`src/rtl/usbcep_pkg.sv`:
```
// Shared types and constants for the endpoint-zero control transfer engine.
package usbcep_pkg;

   localparam int PACKET_SIZE = 64;
   localparam int MAX_STRINGS = 4;
   localparam int STRING_REGS = 4;

   localparam logic [1:0] KIND_SETUP   = 2'd0;
   localparam logic [1:0] KIND_OUT     = 2'd1;
   localparam logic [1:0] KIND_IN_DONE = 2'd2;
   localparam logic [1:0] KIND_UNUSED  = 2'd3;

   localparam logic [15:0] RQ_SET_ADDRESS       = 16'h0005;
   localparam logic [15:0] RQ_GET_DESCRIPTOR    = 16'h8006;
   localparam logic [15:0] RQ_SET_CONFIGURATION = 16'h0009;
   localparam logic [15:0] RQ_SET_INTERFACE     = 16'h010B;
   localparam logic [15:0] LANG_EN_US           = 16'h0409;

   localparam logic [7:0] DESC_DEVICE        = 8'd1;
   localparam logic [7:0] DESC_CONFIGURATION = 8'd2;
   localparam logic [7:0] DESC_STRING        = 8'd3;

   localparam logic [2:0] SRC_NONE          = 3'd0;
   localparam logic [2:0] SRC_DEVICE        = 3'd1;
   localparam logic [2:0] SRC_CONFIGURATION = 3'd2;
   localparam logic [2:0] SRC_STRING_BASE   = 3'd3;

   localparam logic [2:0] CSR_DEVICE_DESC_LEN = 3'd0;
   localparam logic [2:0] CSR_CONF_DESC_LEN   = 3'd1;
   localparam logic [2:0] CSR_STRING_COUNT    = 3'd2;
   localparam logic [2:0] CSR_STRING_LEN_0    = 3'd3;
   localparam logic [2:0] CSR_STRING_LEN_1    = 3'd4;
   localparam logic [2:0] CSR_STRING_LEN_2    = 3'd5;
   localparam logic [2:0] CSR_STRING_LEN_3    = 3'd6;

   typedef enum logic [1:0] {
      ACT_NONE       = 2'd0,
      ACT_STALL      = 2'd1,
      ACT_SEND       = 2'd2,
      ACT_ARM_STATUS = 2'd3
   } usbcep_action_type;

   typedef struct packed {
      logic [1:0]  req_type;
      logic [15:0] request_code;
      logic [15:0] setup_value;
      logic [15:0] setup_index;
      logic [15:0] setup_length;
      logic [6:0]  out_count;
   } usbcep_req_type;

   typedef struct packed {
      usbcep_action_type action;
      logic              setup_handled;
      logic [2:0]        packet_source;
      logic [15:0]       packet_offset;
      logic [6:0]        packet_length;
      logic              address_write;
      logic [6:0]        address_value;
      logic              configuration_write;
      logic [7:0]        configuration_value;
   } usbcep_rsp_type;

   typedef struct packed {
      logic [7:0]                        device_desc_len;
      logic [15:0]                       conf_desc_len;
      logic [2:0]                        string_count;
      logic [STRING_REGS-1:0][7:0]       string_len;
   } usbcep_cfg_type;

   typedef struct packed {
      logic        hit;
      logic [2:0]  source;
      logic [15:0] length;
   } usbcep_desc_type;

endpackage

```
`src/rtl/usb_control_endpoint_stages.sv`:
```
// Top level of the endpoint-zero control transfer engine.
//
// Requests enter on the req_ channel (valid/stall); each one is a setup packet, an OUT
// packet arrival or an IN packet completion. Every accepted request produces exactly one
// result on the rsp_ channel, in order: the action to take (nothing, stall the endpoint,
// send a packet, arm the OUT status stage) plus address or configuration updates and,
// for data packets, the descriptor source, byte offset and length of the packet.
// Descriptor bytes live outside; the host side of the design fetches them from the
// named source and offset.
//
// The request is captured in an input register, decoded against the transfer state, and
// the result lands in the output register once that register is free or being emptied.
// One request is accepted per cycle while the receiver does not stall; the rate is set
// by the single decode step between the two registers, which also updates the state.
// When the receiver stalls, the result register holds and the input register fills;
// only then does req_stall rise.
//
// Reset (synchronous, active high) returns the transfer to idle, empties both registers
// and loads the descriptor length registers with their defaults. The csr_ port writes
// those registers; the user must use it only while no request is in flight (not enforced).
module usb_control_endpoint_stages (
   input  logic                       clock,
   input  logic                       reset,
   input  logic                       req_valid,
   output logic                       req_stall,
   input  usbcep_pkg::usbcep_req_type req_data,
   output logic                       rsp_valid,
   input  logic                       rsp_stall,
   output usbcep_pkg::usbcep_rsp_type rsp_data,
   input  logic                       csr_write,
   input  logic [2:0]                 csr_index,
   input  logic [15:0]                csr_data
);
   import usbcep_pkg::*;

   typedef enum logic [1:0] {
      ST_IDLE,
      ST_DATA_IN,
      ST_STATUS_OUT,
      ST_STATUS_IN
   } stage_type;

   // Configuration registers.
   usbcep_cfg_type cfg_ff;

   // Input register.
   logic           in_valid_ff;
   usbcep_req_type in_data_ff;

   // Transfer state.
   stage_type   stage_ff, stage_in;
   logic        more_data_ff, more_data_in;
   logic [15:0] bytes_left_ff, bytes_left_in;
   logic [15:0] next_offset_ff, next_offset_in;
   logic [2:0]  cur_source_ff, cur_source_in;

   // Result register.
   logic           rsp_valid_ff;
   usbcep_rsp_type rsp_data_ff, rsp_data_in;

   usbcep_desc_type desc;
   logic            advance;
   logic            handled;
   logic [15:0]     chunk_base;
   logic            chunk_short;
   logic [6:0]      chunk_len;

   usbcep_desc_sel u_desc_sel (
      .cfg          (cfg_ff),
      .setup_value  (in_data_ff.setup_value),
      .setup_index  (in_data_ff.setup_index),
      .setup_length (in_data_ff.setup_length),
      .desc         (desc)
   );

   // The held request moves on whenever the result register is free or being emptied.
   assign advance   = in_valid_ff && (!rsp_valid_ff || !rsp_stall);
   assign req_stall = in_valid_ff && !advance;
   assign rsp_valid = rsp_valid_ff;
   assign rsp_data  = rsp_data_ff;

   // Packet splitting: a new descriptor starts from its clipped length, a later IN
   // completion continues from what is left. A short remainder ends the data stage;
   // a full packet leaves the remainder for the next IN, which may be zero bytes long.
   assign chunk_base  = (in_data_ff.req_type == KIND_SETUP) ? desc.length : bytes_left_ff;
   assign chunk_short = chunk_base < 16'(PACKET_SIZE);
   assign chunk_len   = chunk_short ? chunk_base[6:0] : 7'(PACKET_SIZE);

   always_comb begin
      rsp_data_in    = '0;
      rsp_data_in.action = ACT_NONE;
      stage_in       = stage_ff;
      more_data_in   = more_data_ff;
      bytes_left_in  = bytes_left_ff;
      next_offset_in = next_offset_ff;
      cur_source_in  = cur_source_ff;
      handled        = 1'b0;

      unique case (in_data_ff.req_type)
         KIND_SETUP: begin
            // A new setup always replaces whatever transfer was in progress.
            priority if (in_data_ff.request_code == RQ_SET_ADDRESS) begin
               if (in_data_ff.setup_index == 16'd0 && in_data_ff.setup_length == 16'd0) begin
                  handled                   = 1'b1;
                  rsp_data_in.address_write = 1'b1;
                  rsp_data_in.address_value = in_data_ff.setup_value[6:0];
               end
            end else if (in_data_ff.request_code == RQ_GET_DESCRIPTOR) begin
               if (desc.hit) begin
                  handled                   = 1'b1;
                  rsp_data_in.packet_source = desc.source;
                  rsp_data_in.packet_length = chunk_len;
                  cur_source_in             = desc.source;
               end
            end else if (in_data_ff.request_code == RQ_SET_CONFIGURATION) begin
               if (in_data_ff.setup_index == 16'd0 && in_data_ff.setup_length == 16'd0) begin
                  handled                         = 1'b1;
                  rsp_data_in.configuration_write = 1'b1;
                  rsp_data_in.configuration_value = in_data_ff.setup_value[7:0];
               end
            end else if (in_data_ff.request_code == RQ_SET_INTERFACE) begin
               if (in_data_ff.setup_length == 16'd0) begin
                  handled = 1'b1;
               end
            end else begin
               // Any other request stays unhandled and is refused below.
            end

            if (!handled) begin
               rsp_data_in.action = ACT_STALL;
               stage_in           = ST_IDLE;
            end else if (in_data_ff.request_code == RQ_GET_DESCRIPTOR) begin
               rsp_data_in.action        = ACT_SEND;
               rsp_data_in.setup_handled = 1'b1;
               stage_in                  = ST_DATA_IN;
               if (chunk_short) begin
                  more_data_in   = 1'b0;
                  next_offset_in = 16'd0;
                  bytes_left_in  = chunk_base;
               end else begin
                  more_data_in   = 1'b1;
                  next_offset_in = 16'(PACKET_SIZE);
                  bytes_left_in  = chunk_base - 16'(PACKET_SIZE);
               end
            end else begin
               // Requests without a data stage answer with a zero-length status packet.
               rsp_data_in.action        = ACT_SEND;
               rsp_data_in.setup_handled = 1'b1;
               more_data_in              = 1'b0;
               stage_in                  = ST_STATUS_IN;
            end
         end

         KIND_OUT: begin
            // Only the zero-length status packet is expected; anything else is an error.
            if (!(stage_ff == ST_STATUS_OUT && in_data_ff.out_count == 7'd0)) begin
               rsp_data_in.action = ACT_STALL;
            end
            stage_in = ST_IDLE;
         end

         KIND_IN_DONE: begin
            priority if (stage_ff == ST_DATA_IN) begin
               if (more_data_ff) begin
                  rsp_data_in.action        = ACT_SEND;
                  rsp_data_in.packet_source = cur_source_ff;
                  rsp_data_in.packet_offset = next_offset_ff;
                  rsp_data_in.packet_length = chunk_len;
                  if (chunk_short) begin
                     more_data_in = 1'b0;
                  end else begin
                     next_offset_in = next_offset_ff + 16'(PACKET_SIZE);
                     bytes_left_in  = bytes_left_ff - 16'(PACKET_SIZE);
                  end
               end else begin
                  rsp_data_in.action = ACT_ARM_STATUS;
                  stage_in           = ST_STATUS_OUT;
               end
            end else if (stage_ff == ST_STATUS_IN) begin
               stage_in = ST_IDLE;
            end else begin
               rsp_data_in.action = ACT_STALL;
               stage_in           = ST_IDLE;
            end
         end

         KIND_UNUSED: begin
            // Ignored: an empty result and no change of state.
         end

         default: begin
         end
      endcase
   end

   always_ff @(posedge clock) begin
      if (reset) begin
         cfg_ff.device_desc_len <= 8'd18;
         cfg_ff.conf_desc_len   <= 16'd0;
         cfg_ff.string_count    <= 3'd1;
         cfg_ff.string_len[0]   <= 8'd4;
         cfg_ff.string_len[1]   <= 8'd0;
         cfg_ff.string_len[2]   <= 8'd0;
         cfg_ff.string_len[3]   <= 8'd0;
         in_valid_ff            <= 1'b0;
         stage_ff               <= ST_IDLE;
         more_data_ff           <= 1'b0;
         bytes_left_ff          <= 16'd0;
         next_offset_ff         <= 16'd0;
         cur_source_ff          <= SRC_NONE;
         rsp_valid_ff           <= 1'b0;
      end else begin
         if (csr_write) begin
            case (csr_index)
               CSR_DEVICE_DESC_LEN: cfg_ff.device_desc_len <= csr_data[7:0];
               CSR_CONF_DESC_LEN:   cfg_ff.conf_desc_len   <= csr_data;
               CSR_STRING_COUNT:    cfg_ff.string_count    <= csr_data[2:0];
               CSR_STRING_LEN_0:    cfg_ff.string_len[0]   <= csr_data[7:0];
               CSR_STRING_LEN_1:    cfg_ff.string_len[1]   <= csr_data[7:0];
               CSR_STRING_LEN_2:    cfg_ff.string_len[2]   <= csr_data[7:0];
               CSR_STRING_LEN_3:    cfg_ff.string_len[3]   <= csr_data[7:0];
               default: begin
               end
            endcase
         end

         if (!req_stall) begin
            in_valid_ff <= req_valid;
         end

         if (advance) begin
            stage_ff       <= stage_in;
            more_data_ff   <= more_data_in;
            bytes_left_ff  <= bytes_left_in;
            next_offset_ff <= next_offset_in;
            cur_source_ff  <= cur_source_in;
            rsp_valid_ff   <= 1'b1;
         end else if (!rsp_stall) begin
            rsp_valid_ff <= 1'b0;
         end
      end

      // Payload registers carry no reset.
      if (req_valid && !req_stall) begin
         in_data_ff <= req_data;
      end
      if (advance) begin
         rsp_data_ff <= rsp_data_in;
      end
   end

   // The input side only backs up when the result register is full and held.
   a_stall_cause: assert property (@(posedge clock) disable iff (reset)
      req_stall |-> (in_valid_ff && rsp_valid && rsp_stall))
      else $error("request stalled without a held result");

   // A decoded request always shows up as a result in the next cycle.
   a_advance_result: assert property (@(posedge clock) disable iff (reset)
      advance |=> rsp_valid)
      else $error("decoded request produced no result");

   // A data packet never exceeds the endpoint packet size.
   a_packet_size: assert property (@(posedge clock) disable iff (reset)
      rsp_valid |-> (rsp_data.packet_length <= 7'(PACKET_SIZE)))
      else $error("packet length above packet size");

   // Every handled setup request answers with a packet to send.
   a_handled_sends: assert property (@(posedge clock) disable iff (reset)
      (rsp_valid && rsp_data.setup_handled) |-> (rsp_data.action == ACT_SEND))
      else $error("handled setup without a packet");

endmodule

```
`src/rtl/usbcep_desc_sel.sv`:
```
// Descriptor lookup for GET_DESCRIPTOR: picks the source and its length, clipped to wLength.
module usbcep_desc_sel (
   input  usbcep_pkg::usbcep_cfg_type  cfg,
   input  logic [15:0]                 setup_value,
   input  logic [15:0]                 setup_index,
   input  logic [15:0]                 setup_length,
   output usbcep_pkg::usbcep_desc_type desc
);
   import usbcep_pkg::*;

   logic [7:0]  desc_kind;
   logic [7:0]  desc_idx;
   logic        string_ok;
   logic [15:0] full_len;

   assign desc_kind = setup_value[15:8];
   assign desc_idx  = setup_value[7:0];

   // A nonzero string index must exist and must be asked for in US English.
   assign string_ok = (desc_idx != 8'd0) && (desc_idx < {5'd0, cfg.string_count})
                      && (desc_idx < 8'(MAX_STRINGS)) && (setup_index == LANG_EN_US);

   always_comb begin
      desc.hit    = 1'b0;
      desc.source = SRC_NONE;
      full_len    = 16'd0;
      priority if (desc_kind == DESC_DEVICE) begin
         if (desc_idx == 8'd0 || setup_index == 16'd0) begin
            desc.hit    = 1'b1;
            desc.source = SRC_DEVICE;
            full_len    = {8'd0, cfg.device_desc_len};
         end
      end else if (desc_kind == DESC_CONFIGURATION) begin
         if (desc_idx == 8'd0 || setup_index == 16'd0) begin
            desc.hit    = 1'b1;
            desc.source = SRC_CONFIGURATION;
            full_len    = cfg.conf_desc_len;
         end
      end else if (desc_kind == DESC_STRING) begin
         if (desc_idx == 8'd0 && setup_index == 16'd0) begin
            desc.hit    = 1'b1;
            desc.source = SRC_STRING_BASE;
            full_len    = {8'd0, cfg.string_len[0]};
         end else if (string_ok) begin
            desc.hit    = 1'b1;
            desc.source = SRC_STRING_BASE + {1'b0, desc_idx[1:0]};
            full_len    = {8'd0, cfg.string_len[desc_idx[1:0]]};
         end
      end else begin
         // Other descriptor types are not served.
      end
      desc.length = (setup_length < full_len) ? setup_length : full_len;
   end

endmodule
```
`config.mk`:
```
export PLATFORM = sky130hd
export DESIGN_NAME = usb_control_endpoint_stages
export DESIGN_NICKNAME = d
export VERILOG_FILES = /design/src/rtl/usbcep_pkg.sv /design/src/rtl/usb_control_endpoint_stages.sv /design/src/rtl/usbcep_desc_sel.sv
export SDC_FILE = /design/constraint.sdc
export NUM_CORES = 1
export LEC_CHECK = 0
export BUFFER_PORTS_ARGS = -buffer_cell sky130_fd_sc_hd__buf_2
export CORE_MARGIN = 3
export CORE_UTILIZATION = 55
export CTS_BUF_LIST = sky130_fd_sc_hd__clkbuf_4 sky130_fd_sc_hd__clkbuf_8
export CTS_CLUSTER_SIZE = 14
export DETAILED_ROUTE_END_ITERATION = 8
export GPL_TIMING_DRIVEN = 0
export PLACE_DENSITY = 0.77
export REMOVE_ABC_BUFFERS = 1
export SLEW_MARGIN = 40
export SYNTH_ARGS = -nofsm -noshare
export SYNTH_HDL_FRONTEND = slang
export SYNTH_SLANG_ARGS = --single-unit
export TNS_END_PERCENT = 5
```
`constraint.sdc`:
```
create_clock -name clock -period 14.63 [get_ports clock]
set_input_delay 2.926 -clock clock [delete_from_list [all_inputs] [get_ports clock]]
set_output_delay 2.926 -clock clock [all_outputs]
set_load 0.005 [all_outputs]
```
# --- After elaboration in Yosys (flattened, before gate mapping) ---
# Index checks and enable logic that the tools add are counted.
word_totals:
  register_bits: 218
  inputBits: 97
  elab_cells: 181
op_classes:
  n_addsub: 4
  n_lt_le_gt_ge: 5
  eq_ne: 26
  mux: 73
  bitwise: 4
  reduce_logical: 40
op_table:
  columns: ["op", "count"]
  rows:
  - ["16-bit 2-to-1 mux", 18]
  - ["16-bit one-hot mux with 2 select lines", 2]
  - ["26-bit 2-to-1 mux", 2]
  - ["7-bit 2-to-1 mux", 5]
  - ["16-bit logical NOT", 2]
  - ["8-bit 2-to-1 mux", 4]
  - ["16-bit by 7-bit subtractor with 16-bit output (second input constant)", 2]
  - ["4-bit 2-to-1 mux", 7]
  - ["1-bit 2-to-1 mux", 19]
  - ["16-bit by 7-bit adder with 16-bit output (second input constant)", 1]
  - ["8-bit binary-select mux with 2-bit select", 1]
  - ["16-bit by 11-bit equality test with 1-bit output (second input constant)", 1]
  - ["16-bit equality test (second input constant)", 1]
  - ["16-bit by 3-bit equality test with 1-bit output (second input constant)", 1]
  - ["16-bit by 4-bit equality test with 1-bit output (second input constant)", 1]
  - ["16-bit by 9-bit equality test with 1-bit output (second input constant)", 1]
  - ["8-bit by 2-bit equality test with 1-bit output (second input constant)", 2]
  - ["16-bit less-than comparator", 1]
  - ["16-bit by 7-bit less-than comparator with 1-bit output (second input constant)", 1]
  - ["2-bit AND reduction", 8]
  - ["7-bit one-hot mux with 2 select lines", 1]
  - ["2-bit 2-to-1 mux", 6]
  - ["2-bit one-hot mux with 3 select lines", 2]
  - ["3-bit equality test (second input constant)", 3]
  - ["other kinds (33)", 60]

# --- Longest topological paths before layout ---
# Gate-level depths: netlist (run 1).
depth:
  word_depth: 18
  depth_mapped: 28
  depth_no_buf: 24

# --- By module ---
# Synthesis (run 1) repeated with hierarchy kept, for this count alone.
hier_totals:
  hier_cells: 970
  area_unflattened_um2: 9927.0
by_module_without_submodules:
  columns: ["module", "n_inst", "cells_each", "area_per_inst_um2", "seq_area_each_um2"]
  rows:
  - ["usb_control_endpoint_stages", 1, 785, 8543.2, 5255.0]
  - ["usbcep_desc_sel", 1, 185, 1383.8, 0.0]

# --- Worst setup path after synthesis (run 1) ---
# Ideal clock, no wire load.
synth_timing:
  path_kind: "input-to-reg"
  from: "input port rsp_stall"
  to: "register in_data_ff[0] (netlist name) (enable)"
  setup_time_ns: 0.513
  arrival_ns: 6.391
  t_required_ns: 14.117
  slack_ns: 7.726
  stages: 2
  path_buffers: 0
  path_cell_list: "and3_1 -> nor2b_1"
synth_between:
  elab_chain_cells: 7
synth_rtl:
  columns: ["element", "line", "source"]
  rows:
  - ["from (decl)", "usb_control_endpoint_stages.sv:28", "input logic rsp_stall,"]
  - ["1-bit logical NOT", null, null]
  - ["1-bit logical OR", "usb_control_endpoint_stages.sv:77", "assign advance = in_valid_ff && (!rsp_valid_ff || !rsp_stall);"]
  - ["1-bit logical AND", "usb_control_endpoint_stages.sv:77", null]
  - ["1-bit logical NOT", "usb_control_endpoint_stages.sv:78", "assign req_stall = in_valid_ff && !advance;"]
  - ["1-bit logical AND", "usb_control_endpoint_stages.sv:78", null]
  - ["1-bit logical NOT", "usb_control_endpoint_stages.sv:244", "if (req_valid && !req_stall) begin"]
  - ["1-bit logical AND", "usb_control_endpoint_stages.sv:244", null]
  - ["to (signal assigned)", "usb_control_endpoint_stages.sv:245", "in_data_ff <= req_data;"]
  - ["to (decl)", "usb_control_endpoint_stages.sv:48", "usbcep_req_type in_data_ff;"]
# Every way passes these cells.
# A chain may end at the register's enable or synchronous reset.

# --- Worst setup path after layout (run 1) ---
layout_timing:
  from: "register in_data_ff[39] (netlist name)"
  to: "register bytes_left_ff[6]"
layout_between:
  elab_chain_cells: 17
  word_cells_on_any_way: 41
  classes_between: "add/sub (1); order compare (4); eq/ne (2); mux (26); reduce/logical (8)"
layout_rtl:
  columns: ["element", "line", "source"]
  rows:
  - ["8-bit by 3-bit less-than comparator with 1-bit output / 8-bit nonzero test (equally long branches)", "usbcep_desc_sel.sv:20", "assign string_ok = (desc_idx != 8'd0) && (desc_idx < {5'd0, cfg.string_count})"]
  - ["1-bit logical AND", "usbcep_desc_sel.sv:20", null]
  - ["1-bit logical AND (2 in series)", "usbcep_desc_sel.sv:21", "&& (desc_idx < 8'(MAX_STRINGS)) && (setup_index == LANG_EN_US);"]
  - ["8-bit 2-to-1 mux", "usbcep_desc_sel.sv:44", "end else if (string_ok) begin"]
  - ["16-bit 2-to-1 mux", "usbcep_desc_sel.sv:40", "if (desc_idx == 8'd0 && setup_index == 16'd0) begin"]
  - ["16-bit 2-to-1 mux", "usbcep_desc_sel.sv:39", "end else if (desc_kind == DESC_STRING) begin"]
  - ["16-bit 2-to-1 mux", "usbcep_desc_sel.sv:33", "end else if (desc_kind == DESC_CONFIGURATION) begin"]
  - ["16-bit 2-to-1 mux", "usbcep_desc_sel.sv:27", "priority if (desc_kind == DESC_DEVICE) begin"]
  - ["16-bit less-than comparator", "usbcep_desc_sel.sv:52", "desc.length = (setup_length < full_len) ? setup_length : full_len;"]
  - ["16-bit 2-to-1 mux", "usbcep_desc_sel.sv:52", null]
  - ["16-bit 2-to-1 mux", "usb_control_endpoint_stages.sv:85", "assign chunk_base = (in_data_ff.req_type == KIND_SETUP) ? desc.length : bytes_left_ff;"]
  - ["16-bit by 7-bit subtractor with 16-bit output / 16-bit by 7-bit less-than comparator with 1-bit output (equally long branches)", "usb_control_endpoint_stages.sv:143, usb_control_endpoint_stages.sv:86", null]
  - ["16-bit 2-to-1 mux", "usb_control_endpoint_stages.sv:136", "if (chunk_short) begin"]
  - ["16-bit 2-to-1 mux", "usb_control_endpoint_stages.sv:132", "end else if (in_data_ff.request_code == RQ_GET_DESCRIPTOR) begin"]
  - ["16-bit 2-to-1 mux", "usb_control_endpoint_stages.sv:129", "if (!handled) begin"]
  - ["16-bit one-hot mux with 2 select lines", "usb_control_endpoint_stages.sv:99", "unique case (in_data_ff.req_type)"]
  - ["to (signal assigned)", "usb_control_endpoint_stages.sv:234", "bytes_left_ff <= bytes_left_in;"]
  - ["to (decl)", "usb_control_endpoint_stages.sv:53", "logic [15:0] bytes_left_ff, bytes_left_in;"]
# Parallel ways exist; a longest one is shown, timed or not. The select of a mux whose other input is x is not followed.

==> impl_results.md, run 1 <==
* Worst slew pin tran at 0.8295 ns
* Critical path type: reg2reg
* RePlAce Congestion at 0.9710
* FMAX at 133.0 MHz
* Asr flop ratio synth at 0%
* Post-Syn Area at 9965 µm²
* Vias/cell at 5.905
* Final-report setup violation count at 0
* Final ANT Viol Nets at 0
* Number of synthesized register bits at 206
* Port bufs at 138
* Global-route wire length before repair at 40010 µm
* Share of layout cells above drive strength 1 at 21.18%
* Share of the synthesized area in the top cell type at 34.05%
* Crit. End Element: flop
* Initial core utilization at 56.82%
* Most frequent cell after synthesis: nand2_1
* Synth warn at 0
* # clock sinks at 206
* Gr usage total at 24.92%
* Post-Syn Instances at 1007
* CTS resizes at 0
* Most frequent CP cell: ha_1
* # Post-CTS Setup Buffers at 0
* Antenna violations before repair at 0
* CP max stage cell: a41oi_2
* Post-synth EDFFs at 113
* Slew Viols, Final at 0
* I/O pin total at 145
* Crit path cell chain: clkinv_1 > ha_1 > nand3_1 > o21ai_1 > and3_1 > a222oi_1 > ha_1 > and3_1 > a221o_1 > o211ai_1 > and2_1 > o21a_1 > o211ai_1 > a21boi_0 > ha_1 > inv_1 > nor3b_4 > a41oi_2 > o21ai_0 > a221oi_1
* Crit-path max cell delay at 0.62 ns
* DR WL/cell at 17.70 µm
* Vias at 8244
* Fin nets at 1269
* Crit Path Max Fanout at 17
* Die Height at 140.6 µm
* WP buf/inv at 2
* Status: finished clean
* Arr. time, crit path at 7.92 ns
* Worst min-delay path class: reg2reg
* Antenna fix cells at 0
* Final clock skew at 0.03111 ns
* Synth area leader: edfxtp_1
* Clk_lat worst skew at 0.52 ns
* CTS Root Cell: clkbuf_8
* CTS Hold Bufs at 0
* Synthesis-to-layout area growth at 16.36%
* Core ar. at 17540 µm²
* Final hold vios at 0
* Final wirelength at 24720 µm
* Delay-heaviest family, CP: compound AO/OA/AOI/OAI gates
* Setup TNS at 0 ns
* Slew HR at 44.64%
* Power Density at 108.5 nW/µm²
* Synth top cells by count: nand2_1 (172), edfxtp_1 (113), a21oi_1 (101), dfxtp_1 (93), nor2_1 (64)
* Die ar. at 19770 µm²
* Max cap viols at 0
* Clock buffer depth at 3
* Reg clk slew, reported paths at 0.06 ns
* Syn_area_per_cell at 9.895 µm²
* Residual DRC at 0
* Synth unique cells at 85
* FP Rows at 48
* Pin count of the biggest net entering global routing at 47
* CTS tree: built
* Power Total at 1258 µW
* DR iter-0 viols at 818
* Post-synth top flop: edfxtp_1
* Critical Path RT at 15.04 ns
* CP Launch Type: flop
* Setup repair after global routing missed its margin: no
* Leakage power at 0.004282 µW
* Fin crit share at 51.38%
* Sequential share of the synthesized area at 52.74%
* Die Wd at 140.6 µm
* Remaining global-route overflow at 0
* Vias in the first global route at 7741
* # H-tree levels at 2
* HPWL after detailed placement at 18020 µm
* Fin crit period at 7.517 ns
* Max VDD drop at 0.1073 mV
* Top cells by area, synth: edfxtp_1 (34%), dfxtp_1 (19%), nand2_1 (6.5%)
* Drt first pass iters at 6
* Total CTS buffers at 34
==> path summary, 6_finish.rpt <==
path / cells after the start / slack, ns / endpoint / start
max: 20 / 7.11 / bytes_left_ff[6]$_SDFFE_PP0P_ / in_data_ff[39]$_DFFE_PP_
min: 2 / 0.45 / cfg_ff[13]$_SDFFE_PP0P_ / cfg_ff[13]$_SDFFE_PP0P_
max reg2reg: 20 / 7.11 / bytes_left_ff[6]$_SDFFE_PP0P_ / in_data_ff[39]$_DFFE_PP_
min reg2reg: 2 / 0.45 / cfg_ff[13]$_SDFFE_PP0P_ / cfg_ff[13]$_SDFFE_PP0P_
==> worst reg2reg max path: stages, from the launching register on <==
cell	delay [ns]
edfxtp_1	0.59
clkinv_1	0.46
ha_1	0.44
nand3_1	0.34
o21ai_1	0.30
and3_1	0.39
a222oi_1	0.45
ha_1	0.33
and3_1	0.22
a221o_1	0.39
o211ai_1	0.20
and2_1	0.44
o21a_1	0.58
o211ai_1	0.26
a21boi_0	0.25
ha_1	0.33
inv_1	0.16
nor3b_4	0.11
a41oi_2	0.62
o21ai_0	0.23
a221oi_1	0.35
==> stage by stage <==
stage | area (µm²) | util (%) | hold WS, ns | setup slack (ns) | cells
6_report | 11590 | 66.12 | 0.4522 | 7.113 | 1396
5_1_grt | 11590 | 66.12 | 0.4705 | 6.748 | 1396
4_1_cts | 11590 | 66.10 | 0.4537 | 7.369 | 1396
3_5_place_dp | 10910 | 62.19 | 0.4457 | 7.416 | 1335
3_3_place_gp | 10730 | 61.20 | 0.4390 | 6.351 | 1328
2_1_floorplan | 9761 | - | 0.4268 | 7.726 | 965
==> layout make-up <==
cell class              count  area, µm²
fillers                  1420       5942
multi-input cells         728       4444
repair buffers            145      810.8
clock inverters            10      47.55
clock buffers              51      639.4
well taps                 225      281.5
flip-flops and latches    206       5255
inverters                  31      116.4
==> cell families (layout without fill, tap and decap cells) <==
kind of cell,after synthesis,after routing,synth area share [%]
mux,27,27,2.863
flops,206,206,52.74
other cells,1,6,0.03763
buf+inv,78,237,3.403
fa+ha+maj,26,26,3.265
simple gates,423,423,21.16
compound gates,244,244,16.36
xor+xnor,2,2,0.1758
==> power breakdown <==
group	internal (µW)	switching, µW	leakage, µW
Clock	280	222	0.000367
Sequential	633	12.7	0.00182
Combinational	42.3	67.3	0.00210
==> sequential cells by signal, indices dropped and copies added, names as in the netlist <==
register / flops
next_offset_ff: 10
cur_source_ff: 3
stage_ff: 2
more_data_ff: 1
in_valid_ff: 1
rsp_data: 40
cfg_ff: 59
bytes_left_ff: 16
in_data_ff: 73
rsp_valid: 1
==> layout by cell type, fill, tap and decap left out, drive strengths merged, types with 8 or more instances in the layout <==
master | netlist | layout
a21oi | 101 | 101
a31oi | 9 | 9
and2 | 19 | 19
and3 | 25 | 25
buf | 14 | 145
clkbuf | 33 | 51
clkinv | 1 | 10
dfxtp | 93 | 93
edfxtp | 113 | 113
ha | 26 | 26
inv | 30 | 30
mux2 | 12 | 12
mux2i | 15 | 15
nand2 | 172 | 172
nand2b | 10 | 10
nand3 | 24 | 24
nand4 | 8 | 8
nor2 | 65 | 65
nor2b | 8 | 8
nor3 | 26 | 26
nor4 | 20 | 20
o21ai | 38 | 38
o22ai | 9 | 9
o31ai | 11 | 11
or3 | 8 | 8
or4 | 10 | 10
==> layer usage <==
metal	vias to the layer above	wire (µm)	global-route usage, %	share of wire, %
li1	4004	-	-	-
met1	3836	11240	36.11	45
met2	345	10780	37.88	44
met3	59	2027	4.953	8.2
met4	0	668	8.159	2.7
met5	-	0	0	0
Note: power is estimated with default switching activity, not from simulation.
==> run 2: changes to the inputs <==
--- a/config.mk
+++ b/config.mk
@@ -7,12 +7,12 @@
 export LEC_CHECK = 0
 export BUFFER_PORTS_ARGS = -buffer_cell sky130_fd_sc_hd__buf_2
 export CORE_MARGIN = 3
-export CORE_UTILIZATION = 55
+export CORE_UTILIZATION = 54
 export CTS_BUF_LIST = sky130_fd_sc_hd__clkbuf_4 sky130_fd_sc_hd__clkbuf_8
 export CTS_CLUSTER_SIZE = 14
 export DETAILED_ROUTE_END_ITERATION = 8
 export GPL_TIMING_DRIVEN = 0
-export PLACE_DENSITY = 0.77
+export PLACE_DENSITY = 0.79
 export REMOVE_ABC_BUFFERS = 1
 export SLEW_MARGIN = 40
 export SYNTH_ARGS = -nofsm -noshare
==> constraint.sdc (replaced) <==
create_clock -name clock -period 6.5 [get_ports clock]
set_input_delay 1.3 -clock clock [delete_from_list [all_inputs] [get_ports clock]]
set_output_delay 1.3 -clock clock [all_outputs]
set_load 0.005 [all_outputs]
==> impl_results.md, run 2 (same netlist as run 1, synthesis figures left out) <==
* Vias/cell at 5.955 (+0.84%)
* Core ar. at 18020 µm² (+2.8%)
* Met3 Use GR at 5.157% (+0.20 points)
* Setup repair after global routing missed its margin: no
* Layout Cells excl Fill at 1418 (+1.6%)
* Delay-heaviest family, CP: compound AO/OA/AOI/OAI gates
* Setup TNS at 0 ns (unchanged)
* Max FFs per register at 73 (unchanged)
* WP buf/inv at 3 (+1)
* CP Launch Type: flop
* Slew Viols, Final at 0 (unchanged)
* DR iter-0 viols at 790 (-3.4%)
* I/O pin total at 145 (unchanged)
* Share of layout cells above drive strength 1 at 23.38% (+2.2 points)
* Crit path cell chain: clkinv_2 > ha_1 > nand3_2 > o21ai_2 > and3_2 > a222oi_1 > ha_1 > and3_1 > a221o_1 > o211ai_1 > and2_2 > o211ai_1 > o211ai_1 > a21boi_2 > ha_1 > inv_1 > or3b_4 > o41ai_4 > buf_4 > a211oi_1 > a32o_1
* Remaining global-route overflow at 0 (unchanged)
* CTS Root Cell: clkbuf_8
* Total CTS buffers at 35 (+2.9%)
* DR WL/cell at 17.64 µm (-0.37%)
* Max cap viols at 0 (unchanged)
* Crit Path Max Fanout at 12 (-5)
* Met2 Usage GRT at 36.50% (-1.4 points)
* Final clock skew at 0.02228 ns (-0.008825 ns)
* Final wirelength at 25010 µm (+1.2%)
* Min Hold Slack at 0.4540 ns (+0.001881 ns)
* Final hold vios at 0 (unchanged)
* HPWL after detailed placement at 17480 µm (-3.0%)
* Status: finished clean
* Die Height at 141.8 µm (+0.88%)
* Vias in the first global route at 7670 (-0.92%)
* Worst slew pin tran at 0.8082 ns (-0.02136 ns)
* Reg clk slew, reported paths at 0.06 ns (about the same)
* CTS tree: built
* Clk_lat worst skew at 0.52 ns (about the same)
* Worst min-delay path class: reg2reg
* FMAX at 160.0 MHz (+20%)
* Critical path type: reg2reg
* CTS Hold Bufs at 0 (unchanged)
* CP max stage cell: edfxtp_1
* Placed Cells at 1337 (+0.15%)
* Gr usage total at 24.04% (-0.88 points)
* Final ANT Viol Nets at 0 (unchanged)
* Largest Register: in_data_ff
* Die ar. at 20120 µm² (+1.8%)
* Pin count of the biggest net entering global routing at 78 (+66%)
* Power Total at 2981 µW (+140%)
* Die Wd at 141.8 µm (+0.88%)
* Most common cell after layout, fill and taps aside: nand2_1
* Port bufs at 138 (unchanged)
* Antenna fix cells at 0 (unchanged)
* Fin crit period at 6.251 ns (-1.266 ns)
* Drt first pass iters at 8 (+2)
* Slew HR at 46.06% (+1.4 points)
* FP Rows at 49 (+2.1%)
* Initial core utilization at 55.28% (-1.5 points)
* Fin crit share at 96.16% (+45 points)
* Max VDD drop at 0.2047 mV (+91%)
* Crit-path max cell delay at 0.53 ns (-0.09 ns)
* Final-report setup violation count at 0 (unchanged)
* Power Density at 251.9 nW/µm² (+130%)
* Critical Path RT at 6.90 ns (-8.14 ns)
* Antenna violations before repair at 0 (unchanged)
* RePlAce Congestion at 1.015 (+4.5%)
* # clock sinks at 206 (unchanged)
* Clock buffer depth at 3 (unchanged)
* Global route hottest layer: met2
* Arr. time, crit path at 6.65 ns (-1.27 ns)
* Synthesis-to-layout area growth at 18.76%
* Global Route met1 Usage at 34.43% (-1.7 points)
* Residual DRC at 0 (unchanged)
* Fin nets at 1286 (+1.3%)
* Post-Route Utilization at 65.65% (-0.46 points)
* Vias at 8444 (+2.4%)
* Leakage power at 0.004394 µW (+2.6%)
* Regs by FF count: in_data_ff (73), cfg_ff (59), rsp_data (40)
* Global-route wire length before repair at 39070 µm (-2.4%)
* Crit. End Element: flop
* Commonest cells after routing, fill and taps aside: nand2_1 (172), buf_2 (138), edfxtp_1 (113), a21oi_1 (100), dfxtp_1 (93)
* # H-tree levels at 2 (unchanged)
run 2: final timing paths:
path / to / startpoint / slack [ns] / cells past startpoint
worst max-delay path: bytes_left_ff[9]$_SDFFE_PP0P_ / in_data_ff[39]$_DFFE_PP_ / 0.25 / 21
worst min register to register: cfg_ff[9]$_SDFFE_PP0P_ / cfg_ff[9]$_SDFFE_PP0P_ / 0.45 / 2
worst max register to register: bytes_left_ff[9]$_SDFFE_PP0P_ / in_data_ff[39]$_DFFE_PP_ / 0.25 / 21
worst min-delay path: cfg_ff[9]$_SDFFE_PP0P_ / cfg_ff[9]$_SDFFE_PP0P_ / 0.45 / 2
run 2: timing repair:
| item | 4_1_cts | 5_1_grt |
|---|---|---|
| setup endpoints to repair | 27 | 28 |
| pin swaps | 3 | 4 |
| gates cloned | 0 | 0 |
| gates resized for setup | 7 | 11 |
| setup buffers | 5 | 12 |
run 2: cell type report:
class / instances / area [µm²]
fillers: 1437 / 6191
clock buffers: 49 / 599.3
repair buffers: 161 / 898.4
multi-input cells: 728 / 4501
clock inverters: 14 / 175.2
flip-flops and latches: 206 / 5255
inverters: 31 / 118.9
well taps: 229 / 286.5
run 2: worst reg2reg max path, stage by stage (launching register included):
cell and delay (ns):
edfxtp_1 0.53, clkinv_2 0.25, ha_1 0.36, nand3_2 0.24
o21ai_2 0.17, and3_2 0.33, a222oi_1 0.43, ha_1 0.34
and3_1 0.20, a221o_1 0.38, o211ai_1 0.20, and2_2 0.34
o211ai_1 0.13, o211ai_1 0.16, a21boi_2 0.28, ha_1 0.30
inv_1 0.13, or3b_4 0.45, o41ai_4 0.45, buf_4 0.21
a211oi_1 0.05, a32o_1 0.24
run 2: per-layer routing:
| layer | routed length (µm) | vias up |
|---|---|---|
| li1 | - | 4030 |
| met5 | 0 | - |
| met4 | 606 | 0 |
| met1 | 10890 | 3936 |
| met3 | 2409 | 55 |
| met2 | 11110 | 423 |
run 2: power by group:
group	switching, µW	internal (µW)
clock network	511	760
logic	156	99.0
registers	28.3	1430
run 2: through the flow:
step | area [µm²] | setup slack, ns
4_1_cts | 11680 | -0.02045
3_3_place_gp | 10740 | -1.298
6_report | 11830 | 0.2495
3_5_place_dp | 10840 | -0.5168
2_1_floorplan | 9761 | 0.5917
5_1_grt | 11830 | 0.03377
==> run 3: changes to the inputs <==
--- a/config.mk
+++ b/config.mk
@@ -6,13 +6,15 @@
 export NUM_CORES = 1
 export LEC_CHECK = 0
 export BUFFER_PORTS_ARGS = -buffer_cell sky130_fd_sc_hd__buf_2
+export CELL_PAD_IN_SITES_DETAIL_PLACEMENT = 2
+export CELL_PAD_IN_SITES_GLOBAL_PLACEMENT = 2
 export CORE_MARGIN = 3
-export CORE_UTILIZATION = 54
+export CORE_UTILIZATION = 34
 export CTS_BUF_LIST = sky130_fd_sc_hd__clkbuf_4 sky130_fd_sc_hd__clkbuf_8
 export CTS_CLUSTER_SIZE = 14
 export DETAILED_ROUTE_END_ITERATION = 8
 export GPL_TIMING_DRIVEN = 0
-export PLACE_DENSITY = 0.79
+export PLACE_DENSITY_LB_ADDON = 0.1
 export REMOVE_ABC_BUFFERS = 1
 export SLEW_MARGIN = 40
 export SYNTH_ARGS = -nofsm -noshare
==> impl_results.md, run 3 (same netlist as run 1, synthesis figures left out) <==
* Global-route wire length before repair at 51870 µm (+33%)
* Final hold vios at 0 (unchanged)
* Critical Path RT at 6.92 ns (+0.02 ns)
* DR WL/cell at 21.20 µm (+20%)
* Initial core utilization at 34.62% (-21 points)
* Delay-heaviest family, CP: compound AO/OA/AOI/OAI gates
* Pin count of the biggest net entering global routing at 56 (-28%)
* Gr usage total at 21.14% (-2.9 points)
* Final ANT Viol Nets at 0 (unchanged)
* Synthesis-to-layout area growth at 22.48%
* Max VDD drop at 0.1617 mV (-21%)
* Final clock skew at 0.03024 ns (+0.007958 ns)
* Crit-path max cell delay at 0.59 ns (+0.06 ns)
* Die Wd at 177.2 µm (+25%)
* Residual DRC at 0 (unchanged)
* CTS tree: built
* Final wirelength at 33470 µm (+34%)
* Core ar. at 28780 µm² (+60%)
* Final-report setup violation count at 0 (unchanged)
* Share of layout cells above drive strength 1 at 24.02% (+0.64 points)
* Die Height at 177.2 µm (+25%)
* Leakage power at 0.004455 µW (+1.4%)
* Worst slew pin tran at 0.8072 ns (-0.001020 ns)
* Total CTS buffers at 39 (+11%)
* # clock sinks at 206 (unchanged)
* Power Density at 255.1 nW/µm² (+1.3%)
* Clock buffer depth at 3 (unchanged)
* Regs by FF count: in_data_ff (73), cfg_ff (59), rsp_data (40)
* Drt first pass iters at 4 (-4)
* Largest Register: in_data_ff
* Crit Path Max Fanout at 12 (unchanged)
* Most frequent CP cell: o211ai_1
* Most common cell after layout, fill and taps aside: nand2_1
* Vias/cell at 5.362 (-10%)
* FMAX at 163.6 MHz (+2.3%)
* Antenna fix cells at 0 (unchanged)
* Fin crit share at 94.02% (-2.1 points)
* CTS Root Cell: clkbuf_8
* HPWL after detailed placement at 24740 µm (+42%)
* Fin nets at 1288 (+0.16%)
* Min Hold Slack at 0.4564 ns (+0.002356 ns)
* Slew HR at 45.74% (-0.32 points)
* DR iter-0 viols at 378 (-52%)
* Worst Setup Slack, final at 0.3888 ns (+0.1394 ns)
* CP max stage cell: or4_4
* Pre-CTS WS at -0.9808 ns (-0.4640 ns)
* Port bufs at 138 (unchanged)
* Vias in the first global route at 8974 (+17%)
* Setup repair after global routing missed its margin: no
* CP Launch Type: flop
* Fin crit period at 6.111 ns (-0.1394 ns)
* Die ar. at 31400 µm² (+56%)
* Status: finished clean
* # H-tree levels at 2 (unchanged)
* Max cap viols at 0 (unchanged)
* Crit. End Element: flop
* Slew Viols, Final at 0 (unchanged)
* Arr. time, crit path at 6.53 ns (-0.12 ns)
* FP Rows at 62 (+27%)
* Commonest cells after routing, fill and taps aside: nand2_1 (172), buf_2 (137), edfxtp_1 (113), a21oi_1 (100), dfxtp_1 (93)
* RePlAce Congestion at 0.7800 (-23%)
* Vias at 8466 (+0.26%)
* WP buf/inv at 2 (-1)
* Remaining global-route overflow at 0 (unchanged)
* Clk_lat worst skew at 0.55 ns (+0.03 ns)
* Antenna violations before repair at 1 (+1)
* Critical path type: reg2reg
* I/O pin total at 145 (unchanged)
* Worst min-delay path class: reg2reg
* Crit path cell chain: or4_4 > nor2_2 > a41oi_4 > nor2_1 > a21oi_1 > a222oi_1 > ha_1 > and3_1 > a221o_1 > o211ai_1 > and2_2 > o211ai_1 > o211ai_1 > a21boi_1 > ha_2 > inv_1 > or3b_4 > o41ai_4 > buf_4 > a211oi_1 > a32o_1
* Max FFs per register at 73 (unchanged)
* CTS Hold Bufs at 0 (unchanged)
* Reg clk slew, reported paths at 0.06 ns (about the same)
## run 3: changes by cell type in the layout (fill, tap and decap cells not counted), moves of 3 or more
cell | previous run | this run
clkinv_1 | 4 | 9
clkbuf_8 | 37 | 40
buf_16 | 0 | 4
buf_4 | 19 | 16
## run 3: layout make-up
| class | instances | area (µm²) |
|---|---|---|
| flip-flops and latches | 206 | 5255 |
| fillers | 3116 | 16580 |
| well taps | 384 | 480.5 |
| clock buffers | 54 | 655.6 |
| clock inverters | 17 | 185.2 |
| inverters | 31 | 117.6 |
| multi-input cells | 728 | 4568 |
| repair buffers | 159 | 942.2 |
## run 3: what timing repair did
| action | in CTS | in global routing |
|---|---|---|
| setup buffers | 12 | 2 |
| gates resized for setup | 15 | 13 |
| pin swaps | 7 | 2 |
| setup endpoints to repair | 28 | 28 |
## run 3: metal layers
| metal | global-route usage [%] | part of all wire (%) | vias to the layer above |
|---|---|---|---|
| li1 | - | - | 4035 |
| met1 | 29.97 | 48 | 4192 |
| met2 | 34.46 | 45 | 194 |
| met3 | 3.089 | 4.5 | 43 |
| met4 | 4.452 | 1.7 | 2 |
| met5 | 0 | 0.021 | - |
## run 3: final timing paths
kind / start / end / slack (ns) / cells after the start
setup / recovery: in_data_ff[42]$_DFFE_PP_ / bytes_left_ff[9]$_SDFFE_PP0P_ / 0.39 / 21
hold / removal: cfg_ff[8]$_SDFFE_PP0P_ / cfg_ff[8]$_SDFFE_PP0P_ / 0.46 / 2
setup reg to reg: in_data_ff[42]$_DFFE_PP_ / bytes_left_ff[9]$_SDFFE_PP0P_ / 0.39 / 21
hold reg to reg: cfg_ff[8]$_SDFFE_PP0P_ / cfg_ff[8]$_SDFFE_PP0P_ / 0.46 / 2
## run 3: report_power, final
part	internal, µW	leakage (µW)	switching [µW]	total [µW]
sequential	1430	0.00182	31.5	1460
combinational	102	0.00220	175	278
clock	815	0.000441	563	1380
## run 3: stage by stage
stage | area (µm²) | power, µW | utilization, % | setup TNS, ns | std cells
5_1_grt | 12200 | 3253 | 42.41 | 0 | 1579
3_3_place_gp | 10930 | 1735 | 37.98 | -76.48 | 1487
6_report | 12200 | 3113 | 42.41 | 0 | 1579
4_1_cts | 12120 | 3158 | 42.11 | 0 | 1577
3_5_place_dp | 11140 | 1753 | 38.71 | -19.42 | 1494
2_1_floorplan | 9761 | 1612 | - | 0 | 965
## run 3: worst register-to-register path: stages (launching register included)
cell and delay, ns:
edfxtp_1 0.47, or4_4 0.59, nor2_2 0.16, a41oi_4 0.23, nor2_1 0.15, a21oi_1 0.07
a222oi_1 0.55, ha_1 0.33, and3_1 0.19, a221o_1 0.34, o211ai_1 0.20, and2_2 0.36
o211ai_1 0.14, o211ai_1 0.17, a21boi_1 0.26, ha_2 0.26, inv_1 0.10, or3b_4 0.45
o41ai_4 0.44, buf_4 0.23, a211oi_1 0.06, a32o_1 0.23
